==> src/rtl/mcs_pkg.sv <==
`default_nettype none
// ---------------------------------------------------------------------------
// Maximum clique search package
// Shared widths, constants, state type and control structures.
// ---------------------------------------------------------------------------
package mcs_pkg;

  localparam int ROW_SLOTS        = 16;
  localparam int VID_W            = 4;
  localparam int ROW_W            = 16;
  localparam int CNT_W            = 5;
  localparam int MAX_VERTICES_DEF = 16;
  localparam int IN_DATA_W        = 24;
  localparam int OUT_DATA_W       = 24;

  typedef enum logic [2:0] {
    ST_IDLE,
    ST_INIT,
    ST_READ,
    ST_CHECK,
    ST_DONE
  } state_t;

  typedef struct packed {
    logic start;
    logic step;
  } comb_cmd_t;

endpackage
`default_nettype wire

==> src/rtl/max_clique_search.sv <==
`default_nettype none
// ---------------------------------------------------------------------------
// Maximum clique search
// Loads an adjacency matrix row by row and reports the largest clique.
// ---------------------------------------------------------------------------
// Rows arrive on the slave stream, one transfer per row, and are taken one
// per cycle while the block is idle. A transfer with tlast set stores its row
// and starts the search; no further rows are taken until the result has been
// placed in the output register. Candidate subsets are tried from the vertex
// count down to two, each in lexicographic order. Testing one candidate
// reads its rows one at a time from the single read port of the row store,
// passing through ST_READ and ST_CHECK for each row, up to k-1 rows for a
// subset of size k, and a row that misses moves on to the next candidate.
// The result is one transfer on the master stream; while the receiver stalls
// it is held, and rows without tlast are still accepted. Reset empties the
// output register, returns to idle and sets the vertex count to 16. The row
// store is not cleared: every row used by a search must have been written.
// ---------------------------------------------------------------------------
module max_clique_search
  import mcs_pkg::*;
#(
  parameter int MAX_VERTICES = MAX_VERTICES_DEF
) (
  input  wire logic                  clk,
  input  wire logic                  rst,
  input  wire logic                  vertex_count_wr,
  input  wire logic [CNT_W-1:0]      vertex_count,
  input  wire logic                  s_tvalid,
  output logic                       s_tready,
  // row_index [3:0], row_bits [19:4], zero fill
  input  wire logic [IN_DATA_W-1:0]  s_tdata,
  input  wire logic                  s_tlast,
  output logic                       m_tvalid,
  input  wire logic                  m_tready,
  // clique_size [4:0], clique_members [20:5], zero fill
  output logic [OUT_DATA_W-1:0]      m_tdata
);

  localparam int ROW_DEPTH = (MAX_VERTICES < ROW_SLOTS) ? MAX_VERTICES : ROW_SLOTS;
  localparam int AW        = $clog2(ROW_DEPTH);

  state_t           state, state_next;
  comb_cmd_t        cmd;
  logic [CNT_W-1:0] vcount;
  logic [CNT_W-1:0] n;
  logic [VID_W-1:0] pos, pos_next;
  logic [CNT_W-1:0] k;
  logic [VID_W-1:0] addr;
  logic [ROW_W-1:0] low_mask;
  logic [ROW_W-1:0] set_mask;
  logic [ROW_W-1:0] rdata;
  logic             s_accept;
  logic             row_we;
  logic             res_load;
  logic             res_zero;
  logic [CNT_W-1:0] res_size;
  logic [ROW_W-1:0] res_mask;
  logic             out_load;

  always_ff @(posedge clk) begin
    if (rst) begin
      vcount <= CNT_W'(16);
    end else if (vertex_count_wr) begin
      vcount <= vertex_count;
    end
  end

  assign n = (vcount > CNT_W'(ROW_DEPTH)) ? CNT_W'(ROW_DEPTH) : vcount;

  assign s_tready = (state == ST_IDLE);
  assign s_accept = s_tvalid && s_tready;
  assign row_we   = s_accept && ({1'b0, s_tdata[VID_W-1:0]} < CNT_W'(ROW_DEPTH));

  mcs_ram #(
    .WIDTH (ROW_W),
    .DEPTH (ROW_DEPTH)
  ) u_rows (
    .clk   (clk),
    .we    (row_we),
    .waddr (s_tdata[AW-1:0]),
    .wdata (s_tdata[VID_W +: ROW_W]),
    .raddr (addr[AW-1:0]),
    .rdata (rdata)
  );

  mcs_comb u_comb (
    .clk      (clk),
    .rst      (rst),
    .cmd      (cmd),
    .n        (n),
    .pos      (pos),
    .k        (k),
    .addr     (addr),
    .low_mask (low_mask),
    .set_mask (set_mask)
  );

  always_comb begin
    state_next = state;
    pos_next   = pos;
    cmd        = '0;
    res_load   = 1'b0;
    res_zero   = 1'b0;
    out_load   = 1'b0;
    case (state)
      ST_IDLE: begin
        if (s_accept && s_tlast) begin
          state_next = ST_INIT;
        end
      end
      ST_INIT: begin
        cmd.start  = 1'b1;
        pos_next   = VID_W'(1);
        state_next = ST_READ;
      end
      ST_READ: begin
        if (k < CNT_W'(2)) begin
          res_load   = 1'b1;
          res_zero   = 1'b1;
          state_next = ST_DONE;
        end else begin
          state_next = ST_CHECK;
        end
      end
      ST_CHECK: begin
        if ((rdata & low_mask) == low_mask) begin
          if ({1'b0, pos} == k - CNT_W'(1)) begin
            res_load   = 1'b1;
            state_next = ST_DONE;
          end else begin
            pos_next   = pos + VID_W'(1);
            state_next = ST_READ;
          end
        end else begin
          cmd.step   = 1'b1;
          pos_next   = VID_W'(1);
          state_next = ST_READ;
        end
      end
      ST_DONE: begin
        if (!m_tvalid || m_tready) begin
          out_load   = 1'b1;
          state_next = ST_IDLE;
        end
      end
      default: begin
        state_next = ST_IDLE;
      end
    endcase
  end

  always_ff @(posedge clk) begin
    if (rst) begin
      state    <= ST_IDLE;
      pos      <= VID_W'(1);
      m_tvalid <= 1'b0;
    end else begin
      state <= state_next;
      pos   <= pos_next;
      if (out_load) begin
        m_tvalid <= 1'b1;
      end else if (m_tready) begin
        m_tvalid <= 1'b0;
      end
    end
  end

  always_ff @(posedge clk) begin
    if (res_load) begin
      res_size <= res_zero ? '0 : k;
      res_mask <= res_zero ? '0 : set_mask;
    end
    if (out_load) begin
      m_tdata <= {{(OUT_DATA_W - CNT_W - ROW_W){1'b0}}, res_mask, res_size};
    end
  end

endmodule
`default_nettype wire

==> src/rtl/mcs_ram.sv <==
`default_nettype none
// ---------------------------------------------------------------------------
// Generic single-port-write RAM
// One write port and one read port, with the read data registered.
// ---------------------------------------------------------------------------
module mcs_ram #(
  parameter int WIDTH = 16,
  parameter int DEPTH = 16
) (
  input  wire logic                     clk,
  input  wire logic                     we,
  input  wire logic [$clog2(DEPTH)-1:0] waddr,
  input  wire logic [WIDTH-1:0]         wdata,
  input  wire logic [$clog2(DEPTH)-1:0] raddr,
  output logic      [WIDTH-1:0]         rdata
);

  logic [WIDTH-1:0] mem [DEPTH];

  always_ff @(posedge clk) begin
    if (we) begin
      mem[waddr] <= wdata;
    end
    rdata <= mem[raddr];
  end

endmodule
`default_nettype wire

==> src/rtl/mcs_comb.sv <==
`default_nettype none
// ---------------------------------------------------------------------------
// Combination generator
// Holds the current candidate subset as a sorted vertex tuple and steps it
// through lexicographic order, dropping the subset size when exhausted.
// ---------------------------------------------------------------------------
module mcs_comb
  import mcs_pkg::*;
(
  input  wire logic             clk,
  input  wire logic             rst,
  input  wire comb_cmd_t        cmd,
  input  wire logic [CNT_W-1:0] n,
  input  wire logic [VID_W-1:0] pos,
  output logic      [CNT_W-1:0] k,
  output logic      [VID_W-1:0] addr,
  output logic      [ROW_W-1:0] low_mask,
  output logic      [ROW_W-1:0] set_mask
);

  logic [VID_W-1:0] pick [ROW_SLOTS];
  logic [VID_W-1:0] pick_next [ROW_SLOTS];
  logic [CNT_W-1:0] k_next;
  logic             sel_found;
  logic [VID_W-1:0] sel_p;
  logic [VID_W-1:0] sel_val;
  logic [CNT_W:0]   lim_p;

  always_comb begin
    sel_found = 1'b0;
    sel_p     = '0;
    lim_p     = '0;
    for (int p = 0; p < ROW_SLOTS; p++) begin
      lim_p = {1'b0, n} - {1'b0, k} + (CNT_W+1)'(p);
      if ((CNT_W'(p) < k) && ({2'b00, pick[p]} < lim_p)) begin
        sel_found = 1'b1;
        sel_p     = VID_W'(p);
      end
    end
  end

  assign sel_val = pick[sel_p];

  always_comb begin
    k_next = k;
    for (int q = 0; q < ROW_SLOTS; q++) begin
      pick_next[q] = pick[q];
    end
    if (cmd.start) begin
      k_next = n;
      for (int q = 0; q < ROW_SLOTS; q++) begin
        pick_next[q] = VID_W'(q);
      end
    end else if (cmd.step) begin
      if (sel_found) begin
        for (int q = 0; q < ROW_SLOTS; q++) begin
          if (VID_W'(q) >= sel_p) begin
            pick_next[q] = VID_W'({1'b0, sel_val} + CNT_W'(q) - {1'b0, sel_p} + 5'd1);
          end
        end
      end else begin
        k_next = k - 5'd1;
        for (int q = 0; q < ROW_SLOTS; q++) begin
          pick_next[q] = VID_W'(q);
        end
      end
    end
  end

  always_ff @(posedge clk) begin
    if (rst) begin
      k <= '0;
    end else begin
      k <= k_next;
    end
    for (int q = 0; q < ROW_SLOTS; q++) begin
      pick[q] <= pick_next[q];
    end
  end

  assign addr = pick[pos];

  always_comb begin
    low_mask = '0;
    set_mask = '0;
    for (int b = 0; b < ROW_SLOTS; b++) begin
      if (VID_W'(b) < pos) begin
        low_mask = low_mask | (ROW_W'(1) << pick[b]);
      end
      if (CNT_W'(b) < k) begin
        set_mask = set_mask | (ROW_W'(1) << pick[b]);
      end
    end
  end

endmodule
`default_nettype wire

==> config.mk <==
export PLATFORM = sky130hd
export DESIGN_NAME = max_clique_search
export DESIGN_NICKNAME = d
export VERILOG_FILES = /design/src/rtl/mcs_pkg.sv /design/src/rtl/max_clique_search.sv /design/src/rtl/mcs_ram.sv /design/src/rtl/mcs_comb.sv
export SDC_FILE = /design/constraint.sdc
export NUM_CORES = 1
export LEC_CHECK = 0
export BUFFER_PORTS_ARGS = -buffer_cell sky130_fd_sc_hd__buf_4
export CAP_MARGIN = 20
export CORE_MARGIN = 3
export CORE_UTILIZATION = 25
export CTS_BUF_LIST = sky130_fd_sc_hd__clkbuf_4
export DETAILED_ROUTE_END_ITERATION = 16
export PLACE_DENSITY_LB_ADDON = 0.25
export SYNTH_ARGS = -nofsm -noshare
export SYNTH_HDL_FRONTEND = slang
export SYNTH_SLANG_ARGS = --single-unit
==> constraint.sdc <==
create_clock -name clk -period 11.8 [get_ports clk]
set_input_delay 2.36 -clock clk [delete_from_list [all_inputs] [get_ports clk]]
set_output_delay 2.36 -clock clk [all_outputs]
set_load 0.01 [all_outputs]
## Word-level counts from Yosys, hierarchy flattened

Memories as Yosys holds them, arrays and structs flattened. A register that Yosys moved wholly into a read port is not among the register bits.
Index checks and enable logic that the tools add are counted.

| cells by class | value |
|---|---|
| $add $sub $neg | 65 |
| $lt $le $gt $ge | 66 |
| eq/ne operators | 10 |
| shifts and indexed selects | 16 |
| mux-type cells | 111 |
| bitwise gates (word level) | 31 |
| reduce and logical (&&, ||, !) cells | 27 |

Operator list:

| kind | number |
|---|---|
| $mux W16 | 32 |
| $or A16 B16 Y16 | 30 |
| $shl A1 B4 Y16 const A | 16 |
| $mux W64 | 3 |
| $mux W4 | 34 |
| $lt A4 B6 Y1 | 16 |
| $add A4 B1 Y4 const B | 18 |
| $sub A4 B4 Y4 | 16 |
| $add A6 B4 Y6 const B | 8 |
| $lt A4 B5 Y1 const A | 8 |
| $add A4 B4 Y4 const B | 8 |
| $ge A4 B4 Y1 const A | 8 |
| $lt A4 B4 Y1 const A | 8 |
| $mux W1 | 30 |
| $add A6 B3 Y6 const B | 4 |
| $lt A3 B5 Y1 const A | 4 |
| $mux W5 | 4 |
| $logic_and A1 B1 Y1 | 18 |
| $add A4 B3 Y4 const B | 4 |
| $and A16 B16 Y16 | 1 |
| $eq A16 B16 Y1 | 1 |
| $ge A3 B4 Y1 const A | 4 |
| $lt A3 B4 Y1 const A | 4 |
| $mux W3 | 5 |
| 28 further kinds | 42 |

| storage, ports and cells | value |
|---|---|
| flip-flop bits (word level) | 60 |
| RAM bits | 320 |
| bits of input ports | 35 |
| output and inout bits | 26 |
| logic and storage cells | 336 |
| memories | 2 |

Memories:

| name | depth | width | rd ports | clocked after Yosys merged registers in | wr ports | RTL line | source |
|---|---|---|---|---|---|---|---|
| u_rows.mem | 16 | 16 | 1 | 1 | 1 | mcs_ram.sv:18 | `logic [WIDTH-1:0] mem [DEPTH];` |
| u_comb.pick | 16 | 4 | 18 | 1 | 16 | mcs_comb.sv:21 | `logic [VID_W-1:0] pick [ROW_SLOTS];` |

## Longest topological paths before layout

An unclocked memory read counts as a cell.

| depth | value |
|---|---|
| depth in word-level cells | 39 |
| mapped depth | 33 |
| depth with buffers taken out | 32 |

## Modules after synthesis

A second synthesis with hierarchy kept.

| second synthesis, totals | value |
|---|---|
| cell total of the unflattened synthesis | 2325 |
| area total of the unflattened synthesis | 24079.3 um^2 |

By module, submodules not included:

| module | instances | cells an instance | area each (um^2) | sequential area each (um^2) |
|---|---|---|---|---|
| mcs_comb | 1 | 1713 | 11710.0 | 1381.3 |
| mcs_ram | 1 | 432 | 10042.1 | 8007.7 |
| max_clique_search | 1 | 180 | 2327.2 | 1521.5 |

## Worst setup path before layout

OpenSTA, ideal clock, no wires.

| path | value |
|---|---|
| kind | flip-flop to flip-flop |
| start point | reg vcount[4] |
| end point | mem u_comb.pick[10][3] |
| setup time | 74 ps |
| data arrival time | 6830 ps |
| required time | 11726 ps |
| slack | 4896 ps |
| cell stages (with the launch flop) | 33 |
| buffers on the path | 2 |
| clock period less this slack | 6904 ps |
| cells stage by stage | dfxtp_1 -> nand2b_1 -> ha_1 -> inv_1 -> fa_1 -> xor2_1 -> inv_1 -> ha_1 -> a21o_1 -> xnor2_1 -> ha_1 -> o21ai_0 -> a21oi_1 -> nor2_1 -> o31ai_2 -> a311oi_1 -> o311ai_2 -> buf_6 -> clkbuf_1 -> nand2_1 -> a21oi_1 -> a31oi_1 -> o21ai_0 -> mux2_2 -> inv_1 -> ha_1 -> ha_1 -> inv_1 -> fa_1 -> xor2_1 -> and3_1 -> or2_1 -> a31oi_1 |

RTL lines:

| what | RTL line | source |
|---|---|---|
| start, declared | max_clique_search.sv:44 | `logic [CNT_W-1:0] vcount;` |
| start signal, assigned | max_clique_search.sv:64 | `vcount <= vertex_count;` |
| end, declared | mcs_comb.sv:21 |  |

==> results.md <==
- Ports: 61
- Vias in the first global route: 20547
- Vias per std cell: 5.64
- Post-route ant nets: 0
- Via count: 20794
- Dominant cells by area after synthesis: edfxtp_1, dfxtp_1, mux4_2
- Power per cell area: 170 nW/um^2
- Total CTS buffers: 108
- Area delta synth->final: 15.0%
- Outcome: complete, no violations
- Global-route wire length before repair: 161 mm
- Max stage delay on crit path: 0.65 ns
- Critical Path RT: 12.67 ns
- H-tree levels: 3
- Global Route Usage Sum: 0.230
- Post-DP HPWL: 83.4 mm
- Routed WL: 116 mm
- Worst-path clk slew: 0.07 ns
- Initial drt markers: 2491
- Clk sinks: 400
- Post-synth top area cell: edfxtp_1
- Multi-input logic area: 12000 um^2
- PortBufs: 53
- Die width: 314 um
- Global route overflow: 0
- Top_reg_cell synth: edfxtp_1
- Critical path launch point type: register
- Mapped Area: 23800 um^2
- Crit path DAT: 9.44 ns
- Cts hold-fix bufs: 0
- Fin crit share: 0.726
- Kind of cell adding the most delay to the critical path: compound AO/OA/AOI/OAI gates
- Clock skew: 0.107 ns
- Worst setup EP type: register
- Worst-path fanout max: 32
- Synth cell types: 95
- Ys Warns: 0
- Core area: 93900 um^2
- Post-CTS Resized: 0
- Fin Setup TNS: 0 ns
- Share of post-route cells with drive strength above 1: 0.198
- Max Fclk: 0.117 GHz
- WL/cell: 31.4 um
- Clk Tree Root Cell: clkbuf_4
- RSZ-0062 raised after global routing: no
- Ys async rst share: 0
- Final nets: 2478
- Synth Register Bits: 400
- Final setup fails: 0
- GPL Wtd Cong: 1.00
- Post-CTS Setup Bufs: 0
- CP max-delay cell: and2_1
- Worst-margin pin slew: 1.21 ns
- Number of synthesized flops with an enable pin: 298
- Filler Cells Inserted: 9813
- Worst min path class: register to register
- Max_slew headroom: 0.172
- Pin count of the biggest net entering global routing: 54
- CTS tree: yes
- Buffers & Inverters on Critical Path: 5
- Post-synth top area share: 0.376
- Leak: 9.42 nW
- Minimum clock period: 8.57 ns
- Tot Pwr: 4.64 mW
- Syn avg cell area: 10.6 um^2
- FP Rows: 112
- CP Class: register to register
- Syn Inst Count: 2236
- Initial antenna violation count: 5
- Fin. max-slew vios: 0
- Drt first pass iters: 6
- Drt drc: 0
- Reg area: 11000 um^2
- Number of max-cap violations: 0
- Die Y: 314 um
- Clk_lat worst skew: 0.95 ns
- Hold Fails Final Rpt: 0
- Most common cell on crit path: ha_1
- Post-synthesis sequential area ratio: 0.462
- Bufs on Longest Clock Path: 3
- Full die area: 98900 um^2
- Starting density of the core: 0.253
- VDD IR max: 131 uV
==> final timing paths <==
| check | from | to | slack, ns | cells after the start |
|---|---|---|---|---|
| worst max-delay path | u_comb.k[2] | u_comb.pick[10][3] | 3.23 | 28 |
| worst min register to register | res_mask[12] | m_tdata[17] | 0.37 | 0 |
| worst max register to register | u_comb.k[2] | u_comb.pick[10][3] | 3.23 | 28 |
| worst min-delay path | res_mask[12] | m_tdata[17] | 0.37 | 0 |
==> flip-flops by register name (all words and copies together) (netlist names), named ones only <==
name and flops:
m_tdata 21, m_tvalid 1, pos 4, res_mask 16
res_size 5, state 3, u_comb.k 5, u_comb.pick 64
u_rows.mem 256, u_rows.rdata 16, vcount 5
==> cells in the mapped netlist (12+ instances only) <==
| master | instances |
|---|---|
| nand3_1 | 63 |
| a22oi_1 | 15 |
| dfxtp_1 | 102 |
| nor4_1 | 19 |
| mux4_2 | 84 |
| clkbuf_1 | 124 |
| o32ai_1 | 31 |
| nor2_1 | 188 |
| and3_1 | 13 |
| or3_1 | 13 |
| mux2i_1 | 62 |
| a31oi_1 | 35 |
| nor2b_1 | 49 |
| o221ai_1 | 13 |
| mux2_2 | 20 |
| o21ai_0 | 87 |
| inv_1 | 57 |
| xor2_1 | 19 |
| ha_1 | 87 |
| nand2b_1 | 53 |
| o2111ai_1 | 13 |
| a21o_1 | 12 |
| a21oi_1 | 112 |
| a211oi_1 | 14 |
| buf_1 | 19 |
| nand2_1 | 228 |
| nor3_1 | 49 |
| edfxtp_1 | 298 |
| nand3b_1 | 14 |
| o22ai_1 | 65 |
| o211ai_1 | 26 |
| xnor2_1 | 45 |
==> cell type report <==
cell class | count | area share
diodes | 9 | 0.000823
clock buffers | 161 | 0.0442
clock inverters | 22 | 0.00562
multi-input cells | 1627 | 0.440
repair buffers | 150 | 0.0417
well taps | 1254 | 0.0573
inverters | 61 | 0.00841
flip-flops and latches | 400 | 0.402
==> stage by stage <==
| step | hold WS, ns | std cells | setup WS, ns | cell area [um^2] | utilization |
|---|---|---|---|---|---|
| final | 0.373 | 3684 | 3.23 | 27400 | 0.291 |
| after CTS | 0.366 | 3674 | 3.31 | 27300 | 0.291 |
| after global routing | 0.390 | 3677 | 2.74 | 27300 | 0.291 |
| after global placement | 0.405 | 3489 | 3.27 | 25900 | 0.276 |
| after floorplan | 0.400 | 2238 | 4.90 | 23800 | - |
| after detailed placement | 0.405 | 3491 | 3.33 | 25900 | 0.276 |
==> kinds of logic (layout without fill, tap and decap cells) <==
| kind of cell | after synthesis | in the layout | synth area share |
|---|---|---|---|
| XOR/XNOR | 68 | 68 | 0.0276 |
| AND/OR/NAND/NOR | 754 | 754 | 0.152 |
| buffers and inverters | 211 | 394 | 0.0350 |
| flip-flops | 400 | 400 | 0.462 |
| other | 1 | 12 | 0.000158 |
| AO/OA/AOI/OAI | 539 | 539 | 0.154 |
| adder cells (fa/ha/maj) | 95 | 95 | 0.0525 |
| multiplexers | 168 | 168 | 0.116 |
==> layout by cell type, fill, tap and decap left out, types with 10 or more instances in the layout <==
cell | synthesis | routed
edfxtp_1 | 298 | 298
nand2_1 | 228 | 228
nor2_1 | 188 | 176
clkbuf_4 | 0 | 161
buf_4 | 4 | 147
a21oi_1 | 112 | 112
dfxtp_1 | 102 | 101
o21ai_0 | 87 | 87
ha_1 | 87 | 87
mux4_2 | 84 | 83
o22ai_1 | 65 | 65
nand3_1 | 63 | 63
mux2i_1 | 62 | 62
inv_1 | 57 | 57
nand2b_1 | 53 | 53
nor2b_1 | 49 | 48
xnor2_1 | 45 | 45
nor3_1 | 49 | 45
a31oi_1 | 35 | 35
o32ai_1 | 31 | 31
o211ai_1 | 26 | 26
mux2_2 | 20 | 20
xor2_1 | 19 | 19
nor4_1 | 19 | 19
clkinv_1 | 2 | 15
a22oi_1 | 15 | 15
nand3b_1 | 14 | 14
a211oi_1 | 14 | 14
and3_1 | 13 | 13
o2111ai_1 | 13 | 13
or3_1 | 13 | 13
o221ai_1 | 13 | 13
nor2_2 | 1 | 13
a21o_1 | 12 | 12
and2_1 | 11 | 11
a311oi_1 | 11 | 11
nand4_1 | 10 | 10
a32oi_1 | 10 | 10
a2111oi_0 | 10 | 10
==> power breakdown <==
group,switching (mW),leakage [nW],internal [mW]
Combinational,1.19,5.08,0.629
Clock,0.611,0.814,0.631
Sequential,0.0382,3.53,1.55
==> per-layer routing <==
layer  global-route usage  wire, um  vias to the layer above
met2                0.354     51000                     1253
li1                     -         -                     8846
met5                    0        52                        -
met4                0.121      7080                        2
met1                0.303     48000                    10366
met3               0.0500      9550                      327
No activity file was read; power rests on OpenSTA's default activity.
